===== src/rtl/rtpt_pkg.sv =====
package rtpt_pkg;

  localparam int PlateCountW = 2;
  localparam int PlateIdW    = 4;
  localparam int RateW       = 24;
  localparam int LimitW      = 23;
  localparam int NeededW     = 15;
  localparam int TurnW       = 16;
  localparam int CfgIdxW     = 2;
  localparam int CfgDataW    = 23;

  typedef enum logic [1:0] {
    PatA  = 2'd0,
    PatB  = 2'd1,
    PatAb = 2'd2,
    PatBa = 2'd3
  } pattern_e;

  typedef enum logic {
    DirCw  = 1'b0,
    DirCcw = 1'b1
  } dir_e;

  typedef enum logic [CfgIdxW-1:0] {
    CfgActiveRate   = 2'd0,
    CfgInactiveRate = 2'd1,
    CfgTurnsNeeded  = 2'd2
  } cfg_idx_e;

  localparam logic [PlateCountW-1:0] CountOne = 2'd1;
  localparam logic [PlateCountW-1:0] CountTwo = 2'd2;

  localparam logic [LimitW-1:0]  ActiveRateReset   = 23'd4096;
  localparam logic [LimitW-1:0]  InactiveRateReset = 23'd2048;
  localparam logic [NeededW-1:0] TurnsNeededReset  = 15'd2;

  typedef struct packed {
    logic [LimitW-1:0]  active_limit;
    logic [LimitW-1:0]  inactive_limit;
    logic [NeededW-1:0] turns_needed;
  } cfg_t;

  typedef struct packed {
    pattern_e                 pattern;
    dir_e                     dir;
    logic [TurnW-1:0]         turn_total;
    logic signed [TurnW-1:0]  turn_active;
  } track_t;

  typedef struct packed {
    pattern_e                 pattern_now;
    dir_e                     direction_now;
    logic signed [TurnW-1:0]  quarter_turns;
    logic signed [TurnW-1:0]  active_turns;
    logic                     spin_active;
  } result_t;

endpackage


===== src/rtl/rtpt_if.sv =====
interface rtpt_in_if;
  logic                                    valid;
  logic                                    ready;
  logic        [rtpt_pkg::PlateCountW-1:0] plate_count;
  logic        [rtpt_pkg::PlateIdW-1:0]    first_plate_id;
  logic        [rtpt_pkg::PlateIdW-1:0]    second_plate_id;
  logic signed [rtpt_pkg::RateW-1:0]       spin_rate;

  modport source (output valid, plate_count, first_plate_id, second_plate_id, spin_rate,
                  input ready);
  modport sink (input valid, plate_count, first_plate_id, second_plate_id, spin_rate,
                output ready);
endinterface

interface rtpt_out_if;
  logic                              valid;
  logic                              ready;
  logic        [1:0]                 pattern_now;
  logic                              direction_now;
  logic signed [rtpt_pkg::TurnW-1:0] quarter_turns;
  logic signed [rtpt_pkg::TurnW-1:0] active_turns;
  logic                              spin_active;

  modport source (output valid, pattern_now, direction_now, quarter_turns, active_turns,
                  spin_active, input ready);
  modport sink (input valid, pattern_now, direction_now, quarter_turns, active_turns,
                spin_active, output ready);
endinterface

interface rtpt_cfg_if;
  logic                            valid;
  logic                            ready;
  logic [rtpt_pkg::CfgIdxW-1:0]    index;
  logic [rtpt_pkg::CfgDataW-1:0]   data;

  modport source (output valid, index, data, input ready);
  modport sink (input valid, index, data, output ready);
endinterface


===== src/rtl/rtpt_step.sv =====
module rtpt_step #(
  parameter int ID_W = 4
) (
  input  rtpt_pkg::cfg_t                          cfg_i,
  input  rtpt_pkg::track_t                        track_i,
  input  logic        [rtpt_pkg::PlateCountW-1:0] prev_count_i,
  input  logic        [ID_W-1:0]                  prev_first_id_i,
  input  logic        [ID_W-1:0]                  prev_second_id_i,
  input  logic        [rtpt_pkg::PlateCountW-1:0] plate_count_i,
  input  logic        [rtpt_pkg::PlateIdW-1:0]    first_plate_id_i,
  input  logic        [rtpt_pkg::PlateIdW-1:0]    second_plate_id_i,
  input  logic signed [rtpt_pkg::RateW-1:0]       spin_rate_i,
  output rtpt_pkg::track_t                        track_o,
  output logic        [rtpt_pkg::PlateCountW-1:0] prev_count_o,
  output logic        [ID_W-1:0]                  prev_first_id_o,
  output logic        [ID_W-1:0]                  prev_second_id_o,
  output rtpt_pkg::result_t                       result_o
);

  localparam int TurnW = rtpt_pkg::TurnW;
  localparam logic signed [TurnW-1:0] TurnMax = {1'b0, {(TurnW-1){1'b1}}};
  localparam logic signed [TurnW-1:0] TurnMin = {1'b1, {(TurnW-1){1'b0}}};

  function automatic logic [TurnW:0] abs_turn(logic signed [TurnW-1:0] v);
    logic [TurnW:0] ext;
    ext = {v[TurnW-1], v};
    return v[TurnW-1] ? (~ext + 1'b1) : ext;
  endfunction

  logic                 count_ok;
  logic [ID_W-1:0]      id0;
  logic [ID_W-1:0]      id1;
  logic [rtpt_pkg::RateW-1:0] mag;
  logic                 above_inactive;
  logic                 above_active;
  logic [TurnW:0]       needed_ext;
  logic                 pre_active;
  logic                 step_up;
  logic                 step_down;
  rtpt_pkg::dir_e       dir_d;
  rtpt_pkg::pattern_e   pattern_d;
  logic [TurnW-1:0]     total_d;
  logic signed [TurnW-1:0] active_step;
  logic signed [TurnW-1:0] active_d;
  rtpt_pkg::track_t     next_track;

  assign count_ok = (plate_count_i == rtpt_pkg::CountOne) ||
                    (plate_count_i == rtpt_pkg::CountTwo);
  assign id0 = first_plate_id_i[ID_W-1:0];
  assign id1 = second_plate_id_i[ID_W-1:0];

  // magnitude of the most negative rate still fits unsigned
  assign mag = spin_rate_i[rtpt_pkg::RateW-1] ? (~spin_rate_i + 1'b1) : spin_rate_i;
  assign above_inactive = mag > {1'b0, cfg_i.inactive_limit};
  assign above_active   = mag > {1'b0, cfg_i.active_limit};
  assign needed_ext     = {2'b00, cfg_i.turns_needed};

  assign pre_active = above_inactive && (abs_turn(track_i.turn_active) >= needed_ext);

  always_comb begin
    dir_d = track_i.dir;
    if (prev_count_i == rtpt_pkg::CountOne && plate_count_i == rtpt_pkg::CountTwo) begin
      if (prev_first_id_i == id0) dir_d = rtpt_pkg::DirCw;
      else if (prev_first_id_i == id1) dir_d = rtpt_pkg::DirCcw;
    end else if (prev_count_i == rtpt_pkg::CountTwo &&
                 plate_count_i == rtpt_pkg::CountOne) begin
      if (prev_first_id_i == id0) dir_d = rtpt_pkg::DirCcw;
      else if (prev_second_id_i == id0) dir_d = rtpt_pkg::DirCw;
    end
  end

  always_comb begin
    pattern_d = track_i.pattern;
    step_up   = 1'b0;
    step_down = 1'b0;
    if (plate_count_i == rtpt_pkg::CountOne) begin
      case (track_i.pattern)
        rtpt_pkg::PatAb: begin
          if (dir_d == rtpt_pkg::DirCcw) pattern_d = rtpt_pkg::PatA;
          else begin
            pattern_d = rtpt_pkg::PatB;
            step_down = 1'b1;
          end
        end
        rtpt_pkg::PatBa: begin
          if (dir_d == rtpt_pkg::DirCcw) pattern_d = rtpt_pkg::PatB;
          else begin
            pattern_d = rtpt_pkg::PatA;
            step_down = 1'b1;
          end
        end
        default: ;
      endcase
    end else if (plate_count_i == rtpt_pkg::CountTwo) begin
      case (track_i.pattern)
        rtpt_pkg::PatA: begin
          if (dir_d == rtpt_pkg::DirCcw) begin
            pattern_d = rtpt_pkg::PatBa;
            step_up   = 1'b1;
          end else pattern_d = rtpt_pkg::PatAb;
        end
        rtpt_pkg::PatB: begin
          if (dir_d == rtpt_pkg::DirCcw) begin
            pattern_d = rtpt_pkg::PatAb;
            step_up   = 1'b1;
          end else pattern_d = rtpt_pkg::PatBa;
        end
        default: ;
      endcase
    end
  end

  always_comb begin
    total_d     = track_i.turn_total;
    active_step = track_i.turn_active;
    if (step_up) begin
      total_d = track_i.turn_total + 1'b1;
      if (track_i.turn_active != TurnMax) active_step = track_i.turn_active + 1'b1;
    end else if (step_down) begin
      total_d = track_i.turn_total - 1'b1;
      if (track_i.turn_active != TurnMin) active_step = track_i.turn_active - 1'b1;
    end
    // hysteresis, judged on the count before this frame's step
    if (pre_active ? !above_inactive : !above_active) active_d = '0;
    else active_d = active_step;
  end

  always_comb begin
    next_track.pattern     = pattern_d;
    next_track.dir         = dir_d;
    next_track.turn_total  = total_d;
    next_track.turn_active = active_d;
  end

  assign track_o          = count_ok ? next_track : track_i;
  assign prev_count_o     = count_ok ? plate_count_i : prev_count_i;
  assign prev_first_id_o  = count_ok ? id0 : prev_first_id_i;
  assign prev_second_id_o = count_ok ? ((plate_count_i == rtpt_pkg::CountTwo) ? id1 : '0)
                                     : prev_second_id_i;

  assign result_o.pattern_now   = track_o.pattern;
  assign result_o.direction_now = track_o.dir;
  assign result_o.quarter_turns = track_o.turn_total;
  assign result_o.active_turns  = track_o.turn_active;
  assign result_o.spin_active   = above_inactive &&
                                  (abs_turn(track_o.turn_active) >= needed_ext);

endmodule


===== src/rtl/rotating_target_pattern_tracker.sv =====
// A result passes through the input register and then the result register before it is valid.
// Throughput: one item per clock while the output is not stalled; the tracker state is updated
// as an item moves from the input register to the result register, so the next item sees it.
// While a result waits on a stalled output the input register takes one more item, then
// the input stalls until the result is taken.
// Reset (rst_ni, async, active low): tracker state cleared, registers to defaults, no valid.
module rotating_target_pattern_tracker #(
  parameter int ID_WIDTH = 4
) (
  input  logic              clk_i,
  input  logic              rst_ni,
  rtpt_in_if.sink           in_i,
  rtpt_out_if.source        out_o,
  rtpt_cfg_if.sink          cfg_i
);

  localparam int IdW = (ID_WIDTH < rtpt_pkg::PlateIdW) ? ID_WIDTH : rtpt_pkg::PlateIdW;

  rtpt_pkg::cfg_t cfg_q;

  logic                                    s1_valid_q;
  logic        [rtpt_pkg::PlateCountW-1:0] s1_count_q;
  logic        [rtpt_pkg::PlateIdW-1:0]    s1_id0_q;
  logic        [rtpt_pkg::PlateIdW-1:0]    s1_id1_q;
  logic signed [rtpt_pkg::RateW-1:0]       s1_rate_q;

  rtpt_pkg::track_t                  track_q, track_d;
  logic [rtpt_pkg::PlateCountW-1:0]  prev_count_q, prev_count_d;
  logic [IdW-1:0]                    prev_first_q, prev_first_d;
  logic [IdW-1:0]                    prev_second_q, prev_second_d;

  logic              out_valid_q;
  rtpt_pkg::result_t out_q, result_d;

  logic in_fire;
  logic s1_adv;

  assign s1_adv   = s1_valid_q && (!out_valid_q || out_o.ready);
  assign in_i.ready = !s1_valid_q || s1_adv;
  assign in_fire  = in_i.valid && in_i.ready;

  assign cfg_i.ready = 1'b1;

  always_ff @(posedge clk_i or negedge rst_ni) begin
    if (!rst_ni) begin
      cfg_q.active_limit   <= rtpt_pkg::ActiveRateReset;
      cfg_q.inactive_limit <= rtpt_pkg::InactiveRateReset;
      cfg_q.turns_needed   <= rtpt_pkg::TurnsNeededReset;
    end else if (cfg_i.valid) begin
      unique case (cfg_i.index)
        rtpt_pkg::CfgActiveRate:   cfg_q.active_limit   <= cfg_i.data;
        rtpt_pkg::CfgInactiveRate: cfg_q.inactive_limit <= cfg_i.data;
        rtpt_pkg::CfgTurnsNeeded:  cfg_q.turns_needed   <= cfg_i.data[rtpt_pkg::NeededW-1:0];
        default: ;
      endcase
    end
  end

  always_ff @(posedge clk_i or negedge rst_ni) begin
    if (!rst_ni) begin
      s1_valid_q <= 1'b0;
    end else if (in_i.ready) begin
      s1_valid_q <= in_i.valid;
    end
  end

  always_ff @(posedge clk_i) begin
    if (in_fire) begin
      s1_count_q <= in_i.plate_count;
      s1_id0_q   <= in_i.first_plate_id;
      s1_id1_q   <= in_i.second_plate_id;
      s1_rate_q  <= in_i.spin_rate;
    end
  end

  rtpt_step #(
    .ID_W (IdW)
  ) u_step (
    .cfg_i             (cfg_q),
    .track_i           (track_q),
    .prev_count_i      (prev_count_q),
    .prev_first_id_i   (prev_first_q),
    .prev_second_id_i  (prev_second_q),
    .plate_count_i     (s1_count_q),
    .first_plate_id_i  (s1_id0_q),
    .second_plate_id_i (s1_id1_q),
    .spin_rate_i       (s1_rate_q),
    .track_o           (track_d),
    .prev_count_o      (prev_count_d),
    .prev_first_id_o   (prev_first_d),
    .prev_second_id_o  (prev_second_d),
    .result_o          (result_d)
  );

  always_ff @(posedge clk_i or negedge rst_ni) begin
    if (!rst_ni) begin
      track_q.pattern     <= rtpt_pkg::PatA;
      track_q.dir         <= rtpt_pkg::DirCw;
      track_q.turn_total  <= '0;
      track_q.turn_active <= '0;
      prev_count_q        <= '0;
      prev_first_q        <= '0;
      prev_second_q       <= '0;
    end else if (s1_adv) begin
      track_q       <= track_d;
      prev_count_q  <= prev_count_d;
      prev_first_q  <= prev_first_d;
      prev_second_q <= prev_second_d;
    end
  end

  always_ff @(posedge clk_i or negedge rst_ni) begin
    if (!rst_ni) begin
      out_valid_q <= 1'b0;
    end else if (s1_adv) begin
      out_valid_q <= 1'b1;
    end else if (out_o.ready) begin
      out_valid_q <= 1'b0;
    end
  end

  always_ff @(posedge clk_i) begin
    if (s1_adv) begin
      out_q <= result_d;
    end
  end

  assign out_o.valid         = out_valid_q;
  assign out_o.pattern_now   = out_q.pattern_now;
  assign out_o.direction_now = out_q.direction_now;
  assign out_o.quarter_turns = out_q.quarter_turns;
  assign out_o.active_turns  = out_q.active_turns;
  assign out_o.spin_active   = out_q.spin_active;

endmodule


===== src/flat_wrapper.sv =====
// flat-port wrapper written by rule: the top's interface ports become plain ports
module rotating_target_pattern_tracker_flat 
#(
  parameter int ID_WIDTH = 4
)
  (clk_i, rst_ni, in_i_valid, in_i_plate_count, in_i_first_plate_id, in_i_second_plate_id, in_i_spin_rate, in_i_ready, out_o_valid, out_o_pattern_now, out_o_direction_now, out_o_quarter_turns, out_o_active_turns, out_o_spin_active, out_o_ready, cfg_i_valid, cfg_i_index, cfg_i_data, cfg_i_ready);
  rtpt_in_if in_i_i ();
  rtpt_out_if out_o_i ();
  rtpt_cfg_if cfg_i_i ();
  input  logic clk_i;
  input  logic rst_ni;
  input wire logic [$bits(in_i_i.valid)-1:0] in_i_valid;
  input wire logic [$bits(in_i_i.plate_count)-1:0] in_i_plate_count;
  input wire logic [$bits(in_i_i.first_plate_id)-1:0] in_i_first_plate_id;
  input wire logic [$bits(in_i_i.second_plate_id)-1:0] in_i_second_plate_id;
  input wire logic [$bits(in_i_i.spin_rate)-1:0] in_i_spin_rate;
  output wire logic [$bits(in_i_i.ready)-1:0] in_i_ready;
  output wire logic [$bits(out_o_i.valid)-1:0] out_o_valid;
  output wire logic [$bits(out_o_i.pattern_now)-1:0] out_o_pattern_now;
  output wire logic [$bits(out_o_i.direction_now)-1:0] out_o_direction_now;
  output wire logic [$bits(out_o_i.quarter_turns)-1:0] out_o_quarter_turns;
  output wire logic [$bits(out_o_i.active_turns)-1:0] out_o_active_turns;
  output wire logic [$bits(out_o_i.spin_active)-1:0] out_o_spin_active;
  input wire logic [$bits(out_o_i.ready)-1:0] out_o_ready;
  input wire logic [$bits(cfg_i_i.valid)-1:0] cfg_i_valid;
  input wire logic [$bits(cfg_i_i.index)-1:0] cfg_i_index;
  input wire logic [$bits(cfg_i_i.data)-1:0] cfg_i_data;
  output wire logic [$bits(cfg_i_i.ready)-1:0] cfg_i_ready;
  assign in_i_i.valid = in_i_valid;
  assign in_i_i.plate_count = in_i_plate_count;
  assign in_i_i.first_plate_id = in_i_first_plate_id;
  assign in_i_i.second_plate_id = in_i_second_plate_id;
  assign in_i_i.spin_rate = in_i_spin_rate;
  assign in_i_ready = in_i_i.ready;
  assign out_o_valid = out_o_i.valid;
  assign out_o_pattern_now = out_o_i.pattern_now;
  assign out_o_direction_now = out_o_i.direction_now;
  assign out_o_quarter_turns = out_o_i.quarter_turns;
  assign out_o_active_turns = out_o_i.active_turns;
  assign out_o_spin_active = out_o_i.spin_active;
  assign out_o_i.ready = out_o_ready;
  assign cfg_i_i.valid = cfg_i_valid;
  assign cfg_i_i.index = cfg_i_index;
  assign cfg_i_i.data = cfg_i_data;
  assign cfg_i_ready = cfg_i_i.ready;
  rotating_target_pattern_tracker #(.ID_WIDTH(ID_WIDTH)) u_core (.clk_i(clk_i), .rst_ni(rst_ni), .in_i(in_i_i), .out_o(out_o_i), .cfg_i(cfg_i_i));
endmodule

===== config.mk =====
export PLATFORM = sky130hd
export DESIGN_NAME = rotating_target_pattern_tracker_flat
export DESIGN_NICKNAME = d
export VERILOG_FILES = /design/src/rtl/rtpt_pkg.sv /design/src/rtl/rtpt_if.sv /design/src/rtl/rtpt_step.sv /design/src/rtl/rotating_target_pattern_tracker.sv /design/src/flat_wrapper.sv
export SDC_FILE = /design/constraint.sdc
export NUM_CORES = 1
export LEC_CHECK = 0
export ABC_CLOCK_PERIOD_IN_PS = 7000
export BUFFER_PORTS_ARGS = -buffer_cell sky130_fd_sc_hd__buf_4
export CAP_MARGIN = 20
export CORE_ASPECT_RATIO = 1.4
export CORE_MARGIN = 10
export CORE_UTILIZATION = 55
export DETAILED_ROUTE_END_ITERATION = 8
export HOLD_SLACK_MARGIN = 0.12
export PLACE_DENSITY = 0.88
export SLEW_MARGIN = 40
export SYNTH_ARGS = -nofsm -noshare
export SYNTH_HDL_FRONTEND = slang
export SYNTH_SLANG_ARGS = --single-unit

===== constraint.sdc =====
create_clock -name clk_i -period 7 [get_ports clk_i]
set_input_delay 1.4 -clock clk_i [delete_from_list [all_inputs] [get_ports clk_i]]
set_output_delay 1.4 -clock clk_i [all_outputs]
set_load 0.005 [all_outputs]

==> metrics.yaml, run 1 <==
holdPathStages: 1
synth_edf_count: 70
dr.pass1.iters: 5
track_usage: 0.226
clock_latency_ns: 0.45
r2r_setup_slack_ns: 0.22
worstHoldStart: "u_core.track_q[33]$_DFFE_PN0P_"
ys_warn_count: 0
ir_drop_uv: 234
antennaDiodeCount: 0
slew_viol_final: 0
finalClockSkew_ns: 0.0119
postCtsHoldBufs: 0
grt_max_degree: 73
start_util: 0.557
path_class: "flop to flop"
syn_area_um2: 11100
p_per_area_nw_per_um2: 360
vias: 9323
maxCapViolations: 0
nFillCells: 1535
setup_tns_ns: 0
synth_seq_area_share: 0.435
postSynthNetCount: 1299
gp_congestion: 0.960
place_area_um2: 12400
cts_tree: "built"
mostFrequentLayoutCells: "buf_4, nand2_1, dfrtp_1"
wirelength_um: 30600
drc: 0
min-delay-path-class: "flop to flop"
crit_required_ns: 7.20
portBuffers: 101
cts-root-buf: "clkbuf_16"
grt_overflow: 0
place_hpwl_um: 22900
drive_above_1_share: 0.226
synthArstFlopShare: 0.607
cts_made_buffers: 17
drtIter0Drc: 593
ys_types: 74
syn_area_per_cell_um2: 9.60
fmax_mhz: 147
htree_levels: 4
crit_arrival_ns: 6.98
netlist_instances: 1151
first_global_vias: 9640
cpMaxStageDelayCell: "or4_4"
fin_nets: 1438
max_slew_margin: 0.414
rows: 61
final_cells: 1555
die_x_um: 140
r2r_cells: 34
synth-main-ff-cell: "dfrtp_1"
start_kind: "flop"
dp.cells: 1518
clk_pin_slew_ns: 0.07
antenna_found_initial: 0
core-area_um2: 19800
die-area_um2: 26200
syn_to_final_growth_pct: 19.6
io_pins: 103
hold_violations: 0
status: "finished clean"
viasPerCell: 6.00
min_to: "u_core.track_q[33]$_DFFE_PN0P_"
ys_ff_latch: 178
numClockSinks: 178
finalCritPeriodShare: 0.969
grt_pass1_wl_um: 48100
p_leak_nw: 5.89
avgRoutedWirePerCell_um: 19.7
ant_nets: 0
design_area_um2: 13200
die_height_um: 188
finalSetupViolCount: 0
r2r_start: "u_core.s1_rate_q[0]$_DFFE_PP_"
cts_buffer_depth: 2
reg2reg_to: "u_core.out_o.spin_active$_DFFE_PP_"
layout_commonest_cell: "buf_4"
cpPeakStageDelay_ns: 0.59
worst_setup_path_end_kind: "flop"
cp_max_fo: 4
period_needed_ns: 6.78
worst_slew_pin_slew_ns: 0.879
[cell usage after synthesis (all sizes together), types with 8 or more instances]
cell,instances,area [um2]
a211oi,10,85.1
a21o,11,82.6
a21oi,49,245
a31oi,13,81.3
and2,8,52.6
buf,9,50.1
clkbuf,45,169
dfrtp,105,2630
edfxtp,70,2100
ha,84,1050
inv,85,319
mux2,43,484
nand2,141,529
nand2b,16,100
nand3,29,150
nand4,20,125
nor2,63,236
nor3,25,125
nor4,14,87.6
o21ai,96,488
o31ai,10,75.1
or3,9,62.6
xnor2,66,578
xor2,25,219
[registers in the layout, summed over array words and instances (netlist names), 2 cells and up]
register	cells
u_core.prev_count_q	2
u_core.track_q	35
u_core.s1_rate_q	24
u_core.prev_first_q	4
u_core.out_o.pattern_now	2
u_core.cfg_q	61
u_core.out_o.active_turns	16
u_core.s1_count_q	2
u_core.s1_id1_q	4
u_core.prev_second_q	4
u_core.out_o.quarter_turns	16
u_core.s1_id0_q	4
[final cells by class]
| class | count | area [um2] | area share |
|---|---|---|---|
| multi-input combinational | 834 | 5880 | 0.445 |
| sequential | 178 | 4810 | 0.364 |
| timing repair buffer | 174 | 1310 | 0.0991 |
| clock buffer | 18 | 429 | 0.0325 |
| inverter | 85 | 319 | 0.0241 |
| tap | 252 | 315 | 0.0239 |
| clock inverter | 14 | 149 | 0.0113 |
[layer usage]
layer / part of all wire / GRT usage
met5: 0 / 0
met4: 0.066 / 0.151
met3: 0.048 / 0.0437
met2: 0.54 / 0.420
met1: 0.35 / 0.220
[per-stage QoR]
stage / hold slack (ns) / util / power (W) / worst slack (ns)
2_1_floorplan: 0.457 / - / 0.00284 / 0.221
3_3_place_gp: 0.465 / 0.626 / 0.00362 / -0.118
3_5_place_dp: 0.479 / 0.626 / 0.00368 / -0.291
4_1_cts: 0.492 / 0.658 / 0.00467 / 0.0637
5_1_grt: 0.518 / 0.666 / 0.00505 / -0.0783
6_report: 0.491 / 0.666 / 0.00476 / 0.217
[cells by family after synthesis]
| kind of cell | Yosys count | share of synthesized area |
|---|---|---|
| simple gates | 368 | 0.163 |
| compound gates | 243 | 0.138 |
| flops | 178 | 0.435 |
| buf+inv | 139 | 0.0487 |
| xor+xnor | 91 | 0.0721 |
| fa+ha+maj | 84 | 0.0951 |
| mux | 47 | 0.0474 |
| other cells | 1 | 0.000339 |
[what timing repair did]
action	in CTS	in global routing
pin swaps	4	15
gates resized for setup	17	31
setup endpoints to repair	1	1
setup buffers	2	3
[where the power goes]
group          switching, W  total (W)  internal [W]
sequential         0.000238    0.00157       0.00133
clock              0.000423   0.000953      0.000530
combinational       0.00124    0.00224      0.000999
total               0.00190    0.00476       0.00286
[worst max-delay path: cells and delay by family, from the launching register on]
family / cells / cell delay (ns)
AND/OR/NAND/NOR: 12 / 2.60
AO/OA/AOI/OAI: 15 / 2.15
adder cells (fa/ha/maj): 4 / 1.03
flip-flops: 1 / 0.41
XOR/XNOR: 1 / 0.09
buffers and inverters: 2 / 0.24
[worst max path at each step]
stage                                  start                                 end  cells after the start  slack (ns)
2_1_floorplan  u_core.s1_rate_q[0]$_DFFE_PP_  u_core.out_o.spin_active$_DFFE_PP_                     34        0.22
3_3_place_gp   u_core.s1_rate_q[0]$_DFFE_PP_  u_core.out_o.spin_active$_DFFE_PP_                     33       -0.12
3_5_place_dp   u_core.s1_rate_q[0]$_DFFE_PP_  u_core.out_o.spin_active$_DFFE_PP_                     33       -0.29
4_1_cts        u_core.s1_rate_q[0]$_DFFE_PP_  u_core.out_o.spin_active$_DFFE_PP_                     34        0.06
5_1_grt        u_core.s1_rate_q[9]$_DFFE_PP_  u_core.out_o.spin_active$_DFFE_PP_                     30       -0.08
6_report       u_core.s1_rate_q[0]$_DFFE_PP_  u_core.out_o.spin_active$_DFFE_PP_                     34        0.22
Power figures use the tool's default switching activity.
==> run 2: changes to the inputs <==
--- a/config.mk
+++ b/config.mk
@@ -5,15 +5,15 @@
 export SDC_FILE = /design/constraint.sdc
 export NUM_CORES = 1
 export LEC_CHECK = 0
-export ABC_CLOCK_PERIOD_IN_PS = 7000
+export ABC_CLOCK_PERIOD_IN_PS = 8670
 export BUFFER_PORTS_ARGS = -buffer_cell sky130_fd_sc_hd__buf_4
 export CAP_MARGIN = 20
 export CORE_ASPECT_RATIO = 1.4
 export CORE_MARGIN = 10
-export CORE_UTILIZATION = 55
+export CORE_UTILIZATION = 60
 export DETAILED_ROUTE_END_ITERATION = 8
 export HOLD_SLACK_MARGIN = 0.12
-export PLACE_DENSITY = 0.88
+export PLACE_DENSITY = 0.9
 export SLEW_MARGIN = 40
 export SYNTH_ARGS = -nofsm -noshare
 export SYNTH_HDL_FRONTEND = slang
==> constraint.sdc (replaced) <==
create_clock -name clk_i -period 8.67 [get_ports clk_i]
set_input_delay 1.734 -clock clk_i [delete_from_list [all_inputs] [get_ports clk_i]]
set_output_delay 1.734 -clock clk_i [all_outputs]
set_load 0.005 [all_outputs]
==> run 2 against run 1 <==
Effect of this change: critical path type unchanged; register-to-register slack gained 0.43 ns; first-iteration DRC count grew 0.51%; hold slack gained 0.011 ns; largest cell class unchanged; total power shrank 25%; worst setup slack gained 0.43 ns; critical path depth is the same; fmax shrank 15%.
==> metrics.yaml, run 2 (same netlist as run 1, synthesis figures left out) <==
design_area_um2: 12600  # was 13200 um2
internal_power_w: 0.00211  # was 0.00286 W
layout_commonest_cell: "nand2_1"  # was buf_4
fmax_mhz: 125  # was 147 MHz
grt_pass1_wl_um: 47200  # was 48100 um
setup_tns_ns: 0  # unchanged
seqPwrFrac: 0.358  # was 0.329
drc: 0  # unchanged
avgRoutedWirePerCell_um: 19.9  # was 19.7 um
io_pins: 103  # unchanged
maxCapViolations: 0  # unchanged
grt_max_degree: 76  # was 73
final_cells: 1483  # was 1555
postCtsHoldBufs: 0  # unchanged
mostFrequentLayoutCells: "nand2_1, buf_4, dfrtp_1, o21ai_0"  # was buf_4, nand2_1, dfrtp_1
r2r_start: "u_core.s1_rate_q[0]$_DFFE_PP_"  # unchanged
status: "finished clean"  # unchanged
clock_latency_ns: 0.45  # about the same
drive_above_1_share: 0.172  # was 0.226
ant_nets: 0  # unchanged
max_slew_margin: 0.442  # was 0.414
cts_made_buffers: 17  # unchanged
p_sw_w: 0.00146  # was 0.00190 W
path_class: "flop to flop"  # unchanged
dr.pass1.iters: 5  # unchanged
p_comb_frac: 0.423  # was 0.471
fin_nets: 1378  # was 1438
p_per_area_nw_per_um2: 283  # was 360 nW/um2
period_needed_ns: 8.02  # was 6.78 ns
finalSetupViolCount: 0  # unchanged
crit_start: "u_core.s1_rate_q[0]$_DFFE_PP_"  # unchanged
track_usage: 0.242  # was 0.226
dp_slack_ns: 1.05  # was -0.291 ns
syn_to_final_growth_pct: 14.2  # was 19.6%
endpoint: "u_core.out_o.spin_active$_DFFE_PP_"  # unchanged
reg2reg_to: "u_core.out_o.spin_active$_DFFE_PP_"  # unchanged
cts_buffer_depth: 2  # unchanged
start_kind: "flop"  # unchanged
top_regs: "u_core.cfg_q x61, u_core.track_q x35, u_core.s1_rate_q x24"  # unchanged
finalCritPeriodShare: 0.925  # was 0.969
worst_slew_pin_slew_ns: 0.838  # was 0.879 ns
rows: 58  # was 61
cp_max_fo: 16  # was 4
antennaDiodeCount: 0  # unchanged
die_height_um: 181  # was 188 um
cpMaxStageDelayCell: "or4_1"  # was or4_4
vias: 9171  # was 9323
place_hpwl_um: 21400  # was 22900 um
start_util: 0.612  # was 0.557
rsz0062_at_grt: "false"
hold_violations: 0  # unchanged
r2r_setup_slack_ns: 0.65  # was 0.22 ns
p_sw_frac: 0.410  # was 0.400
largest-register: "u_core.cfg_q"  # unchanged
cpPeakStageDelay_ns: 0.58  # was 0.59 ns
clk_pin_slew_ns: 0.07  # about the same
finalWorstSetupSlack_ns: 0.648  # was 0.217 ns
place_area_um2: 12000  # was 12400 um2
crit_required_ns: 8.88  # was 7.20 ns
largest_reg_flops: 61  # unchanged
core-area_um2: 18100  # was 19800 um2
portBuffers: 101  # unchanged
post_cts_buffers: 0  # was 2
cts-root-buf: "clkbuf_16"  # unchanged
die_x_um: 135  # was 140 um
cts_tree: "built"  # unchanged
r2r_cells: 34  # unchanged
first_global_vias: 9503  # was 9640
p_clk_frac: 0.219  # was 0.200
finalClockSkew_ns: 0.0142  # was 0.0119 ns
cpMostUsedCell: "a21oi_1"
slew_viol_final: 0  # unchanged
numClockSinks: 178  # unchanged
crit_arrival_ns: 8.23  # was 6.98 ns
p_leak_nw: 5.57  # was 5.89 nW
grt_overflow: 0  # unchanged
antenna_found_initial: 0  # unchanged
wirelength_um: 29500  # was 30600 um
die-area_um2: 24300  # was 26200 um2
drtIter0Drc: 596  # was 593
htree_levels: 4  # unchanged
gp_congestion: 1.00  # was 0.960
min-delay-path-class: "flop to flop"  # unchanged
worst_setup_path_end_kind: "flop"  # unchanged
dp.cells: 1450  # was 1518
viasPerCell: 6.18  # was 6.00
post_cts_resized: 0  # was 17
power.total_w: 0.00357  # was 0.00476 W
ir_drop_uv: 171  # was 234 uV
## run 2: cell types whose count changed in the layout (fill, tap and decap cells not counted), sizes merged
cell,previous run,this run
buf,174,114
bufinv,2,0
clkbuf,18,19
clkinvlp,1,0
inv,91,93
## run 2: power by group through the flow
stage | logic (W) | clock network [W] | registers (W)
3_5_place_dp | 0.00146 | 0 | 0.00128
6_report | 0.00151 | 0.000784 | 0.00128
4_1_cts | 0.00149 | 0.000789 | 0.00127
3_3_place_gp | 0.00142 | 0 | 0.00127
2_1_floorplan | 0.00112 | 0 | 0.00118
5_1_grt | 0.00167 | 0.000827 | 0.00130
## run 2: layout make-up
| type | count | area, um2 |
|---|---|---|
| tap | 240 | 300 |
| timing repair buffer | 114 | 863 |
| clock inverter | 13 | 130 |
| inverter | 85 | 319 |
| clock buffer | 19 | 475 |
| multi-input combinational | 834 | 5720 |
| fill | 1304 | 5460 |
| sequential | 178 | 4810 |
## run 2: through the flow
stage	utilization	hold slack, ns
detailed placement	0.664	0.482
global route	0.698	0.525
finish	0.698	0.502
floorplan	-	0.457
global placement	0.663	0.465
CTS	0.697	0.500
## run 2: critical path, delay by kind of cell, from the launching register on
family,cells,cell delay (ns)
xor+xnor,1,0.14
fa+ha+maj,4,1.05
compound gates,14,2.55
buf+inv,2,0.31
simple gates,13,3.34
flops,1,0.38
## run 2: worst min path at each step
stage / startpoint / to / slack (ns) / cells past startpoint
finish: u_core.prev_second_q[3]$_DFFE_PN0P_ / u_core.prev_second_q[3]$_DFFE_PN0P_ / 0.50 / 2
global route: u_core.prev_second_q[3]$_DFFE_PN0P_ / u_core.prev_second_q[3]$_DFFE_PN0P_ / 0.53 / 2
CTS: u_core.prev_second_q[3]$_DFFE_PN0P_ / u_core.prev_second_q[3]$_DFFE_PN0P_ / 0.50 / 2
detailed placement: u_core.prev_second_q[3]$_DFFE_PN0P_ / u_core.prev_second_q[3]$_DFFE_PN0P_ / 0.48 / 2
global placement: u_core.s1_valid_q$_DFFE_PN0N_ / u_core.out_o.valid$_DFFE_PN0P_ / 0.47 / 1
floorplan: u_core.s1_valid_q$_DFFE_PN0N_ / u_core.out_o.valid$_DFFE_PN0P_ / 0.46 / 1
## run 2: routing by layer
metal / track usage / up-vias / part of all wire
met5: 0 / - / 0
met4: 0.175 / 0 / 0.066
met3: 0.0485 / 130 / 0.059
met2: 0.433 / 405 / 0.53
met1: 0.240 / 4393 / 0.35
li1: - / 4243 / -
==> run 3: changes to the inputs <==
--- a/config.mk
+++ b/config.mk
@@ -13,8 +13,9 @@
 export CORE_UTILIZATION = 60
 export DETAILED_ROUTE_END_ITERATION = 8
 export HOLD_SLACK_MARGIN = 0.12
-export PLACE_DENSITY = 0.9
+export PLACE_DENSITY = 0.87
 export SLEW_MARGIN = 40
 export SYNTH_ARGS = -nofsm -noshare
 export SYNTH_HDL_FRONTEND = slang
+export SYNTH_HIERARCHICAL = 1
 export SYNTH_SLANG_ARGS = --single-unit
==> run 3 against run 2 <==
Effect of this change: flip-flop and latch count unchanged; final cell count down 5.4%; clock power down 7.9%.
==> metrics.yaml, run 3 <==
cp_max_fo: 12  # was 16
grt_max_degree: 50  # was 76
regArea_um2: 4810  # unchanged
grt_pass1_wl_um: 43800  # was 47200 um
cpMaxStageDelayCell: "or4_2"  # was or4_1
antenna_found_initial: 0  # unchanged
rows: 59  # was 58
p_per_area_nw_per_um2: 292  # was 283 nW/um2
dp.cells: 1371  # was 1450
synthArstFlopShare: 0.607  # unchanged
wirelength_um: 27100  # was 29500 um
avgRoutedWirePerCell_um: 19.3  # was 19.9 um
largest-register: "u_core/cfg_q"  # was u_core.cfg_q
viasPerCell: 6.19  # was 6.18
clock_latency_ns: 0.44  # was 0.45 ns
finalSetupViolCount: 0  # unchanged
drive_above_1_share: 0.239  # was 0.172
cts-root-buf: "clkbuf_16"  # unchanged
dr.pass1.iters: 6  # was 5
synth-main-ff-cell: "dfrtp_1"  # unchanged
finalCritPeriodShare: 0.910  # was 0.925
die_height_um: 184  # was 181 um
start_util: 0.614  # was 0.612
final_cells: 1403  # was 1483
reg2reg_to: "u_core/out_o.spin_active$_DFFE_PP_"  # was u_core.out_o.spin_active$_DFFE_PP_
crit_required_ns: 8.82  # was 8.88 ns
rsz0062_at_grt: "false"  # unchanged
largest_reg_flops: 61  # unchanged
endpoint: "u_core/out_o.spin_active$_DFFE_PP_"  # was u_core.out_o.spin_active$_DFFE_PP_
drc: 0  # unchanged
setup_tns_ns: 0  # unchanged
path_class: "flop to flop"  # unchanged
fin_nets: 1294  # was 1378
fmax_mhz: 127  # was 125 MHz
post_cts_resized: 0  # unchanged
ir_drop_uv: 166  # was 171 uV
syn_area_um2: 11500  # was 11100 um2
slew_viol_final: 0  # unchanged
mostFrequentLayoutCells: "buf_4, mux2_2, dfrtp_1, ha_1, inv_1"  # was nand2_1, buf_4, dfrtp_1, o21ai_0
layout_commonest_cell: "buf_4"  # was nand2_1
track_usage: 0.217  # was 0.242
antennaDiodeCount: 0  # unchanged
cts_tree: "built"  # unchanged
vias: 8681  # was 9171
multi_input_area_um2: 5880  # was 5720 um2
hold_violations: 0  # unchanged
r2r_start: "u_core/s1_rate_q[3]$_DFFE_PP_"  # was u_core.s1_rate_q[0]$_DFFE_PP_
ant_nets: 0  # unchanged
nFillCells: 1407  # was 1304
io_pins: 103  # unchanged
postSynthNetCount: 1235  # was 1299
place_hpwl_um: 20400  # was 21400 um
max_slew_margin: 0.462  # was 0.442
ys_top_cells_by_count: "mux2_2, dfrtp_1, ha_1, inv_1, nand2_1"  # was nand2_1, dfrtp_1, o21ai_0, inv_1, ha_1
period_needed_ns: 7.89  # was 8.02 ns
ys_ff_latch: 178  # unchanged
first_global_vias: 8990  # was 9503
htree_levels: 4  # unchanged
synth_top_area_share: 0.229  # was 0.238
syn_area_per_cell_um2: 10.6  # was 9.60 um2
start_kind: "flop"  # unchanged
worst_setup_path_end_kind: "flop"  # unchanged
status: "finished clean"  # unchanged
finalClockSkew_ns: 0.0106  # was 0.0142 ns
synth_edf_count: 70  # unchanged
cpMostUsedCell: "nand2_1"  # was a21oi_1
r2r_setup_slack_ns: 0.78  # was 0.65 ns
top_regs: "u_core/cfg_q x61, u_core/track_q x35, u_core/s1_rate_q x24"  # was u_core.cfg_q x61, u_core.track_q x35, u_core.s1_rate_q x24
post-synth-top-count-cell: "mux2_2"  # was nand2_1
portBuffers: 101  # unchanged
numClockSinks: 178  # unchanged
ys_top_cells_by_area: "dfrtp_1, edfxtp_1, mux2_2, ha_1, xnor2_1"  # was dfrtp_1, edfxtp_1, ha_1, xnor2_1, nand2_1
min-delay-path-class: "flop to flop"  # unchanged
cpPeakStageDelay_ns: 0.63  # was 0.58 ns
die-area_um2: 25100  # was 24300 um2
maxCapViolations: 0  # unchanged
postCtsHoldBufs: 0  # unchanged
die_x_um: 137  # was 135 um
holdWs_ns: 0.501  # was 0.502 ns
r2r_cells: 33  # was 34
power.total_w: 0.00372  # was 0.00357 W
ys_warn_count: 6  # was 0
ys_types: 84  # was 74
netlist_instances: 1087  # was 1151
crit_arrival_ns: 8.04  # was 8.23 ns
gp_congestion: 0.943  # was 1.00
crit_start: "u_core/s1_rate_q[3]$_DFFE_PP_"  # was u_core.s1_rate_q[0]$_DFFE_PP_
clk_pin_slew_ns: 0.06  # was 0.07 ns
post_cts_buffers: 0  # unchanged
cts_buffer_depth: 2  # unchanged
synth_seq_area_share: 0.419  # was 0.435
p_leak_nw: 5.64  # was 5.57 nW
grt_overflow: 0  # unchanged
cts_made_buffers: 17  # unchanged
core-area_um2: 18700  # was 18100 um2
synth_top_area_cell: "dfrtp_1"  # unchanged
drtIter0Drc: 795  # was 596
syn_to_final_growth_pct: 10.9  # was 14.2%
worst_slew_pin_slew_ns: 0.800  # was 0.838 ns
run 3: worst min-delay path by stage:
| stage | slack (ns) | endpoint | start | depth (start not counted) |
|---|---|---|---|---|
| CTS | 0.50 | u_core/cfg_q[52]$_DFFE_PN0P_ | u_core/cfg_q[52]$_DFFE_PN0P_ | 1 |
| detailed placement | 0.49 | u_core/cfg_q[52]$_DFFE_PN0P_ | u_core/cfg_q[52]$_DFFE_PN0P_ | 1 |
| floorplan | 0.46 | u_core/cfg_q[52]$_DFFE_PN0P_ | u_core/cfg_q[52]$_DFFE_PN0P_ | 1 |
| finish | 0.50 | u_core/cfg_q[52]$_DFFE_PN0P_ | u_core/cfg_q[52]$_DFFE_PN0P_ | 1 |
| global placement | 0.47 | u_core/cfg_q[52]$_DFFE_PN0P_ | u_core/cfg_q[52]$_DFFE_PN0P_ | 1 |
| global route | 0.53 | u_core/cfg_q[25]$_DFFE_PN0P_ | u_core/cfg_q[25]$_DFFE_PN0P_ | 1 |
run 3: critical path: cells and delay by family (launching register included):
kind | cells | cell delay [ns]
xor+xnor | 2 | 0.32
compound gates | 12 | 2.47
buf+inv | 3 | 0.46
fa+ha+maj | 3 | 0.80
simple gates | 13 | 3.12
flops | 1 | 0.43
run 3: kinds of logic after synthesis:
group           synth area share
compound gates             0.113
xor+xnor                  0.0618
fa+ha+maj                 0.0916
buf+inv                   0.0687
flops                      0.419
mux                        0.115
other cells             0.000327
simple gates               0.130
run 3: cell type report:
type                       count  share of cell area
clock inverter                11             0.00826
sequential                   178               0.378
multi-input combinational    753               0.462
clock buffer                  21              0.0346
timing repair buffer         116              0.0694
inverter                      80              0.0236
tap                          244              0.0240
run 3: report_power, final:
group          switching [W]  total, W  internal (W)  leakage [nW]
registers           0.000220   0.00131       0.00109          2.01
clock network       0.000325  0.000722      0.000398         0.258
logic               0.000945   0.00169      0.000745          3.37
total                0.00149   0.00372       0.00223          5.64
run 3: metrics by stage:
stage	util	cell area (um2)	setup WS (ns)
2_1_floorplan	-	11500	1.35
3_3_place_gp	0.651	12200	1.13
3_5_place_dp	0.652	12200	0.883
4_1_cts	0.681	12700	0.871
5_1_grt	0.681	12700	0.238
6_report	0.681	12700	0.780
run 3: routing by layer:
layer  vias to the layer above  track usage  part of all wire
li1                       4049            -                 -
met1                      4201        0.226              0.36
met2                       342        0.395              0.54
met3                        89       0.0449             0.055
met4                         0        0.120             0.047
met5                         -            0                 0
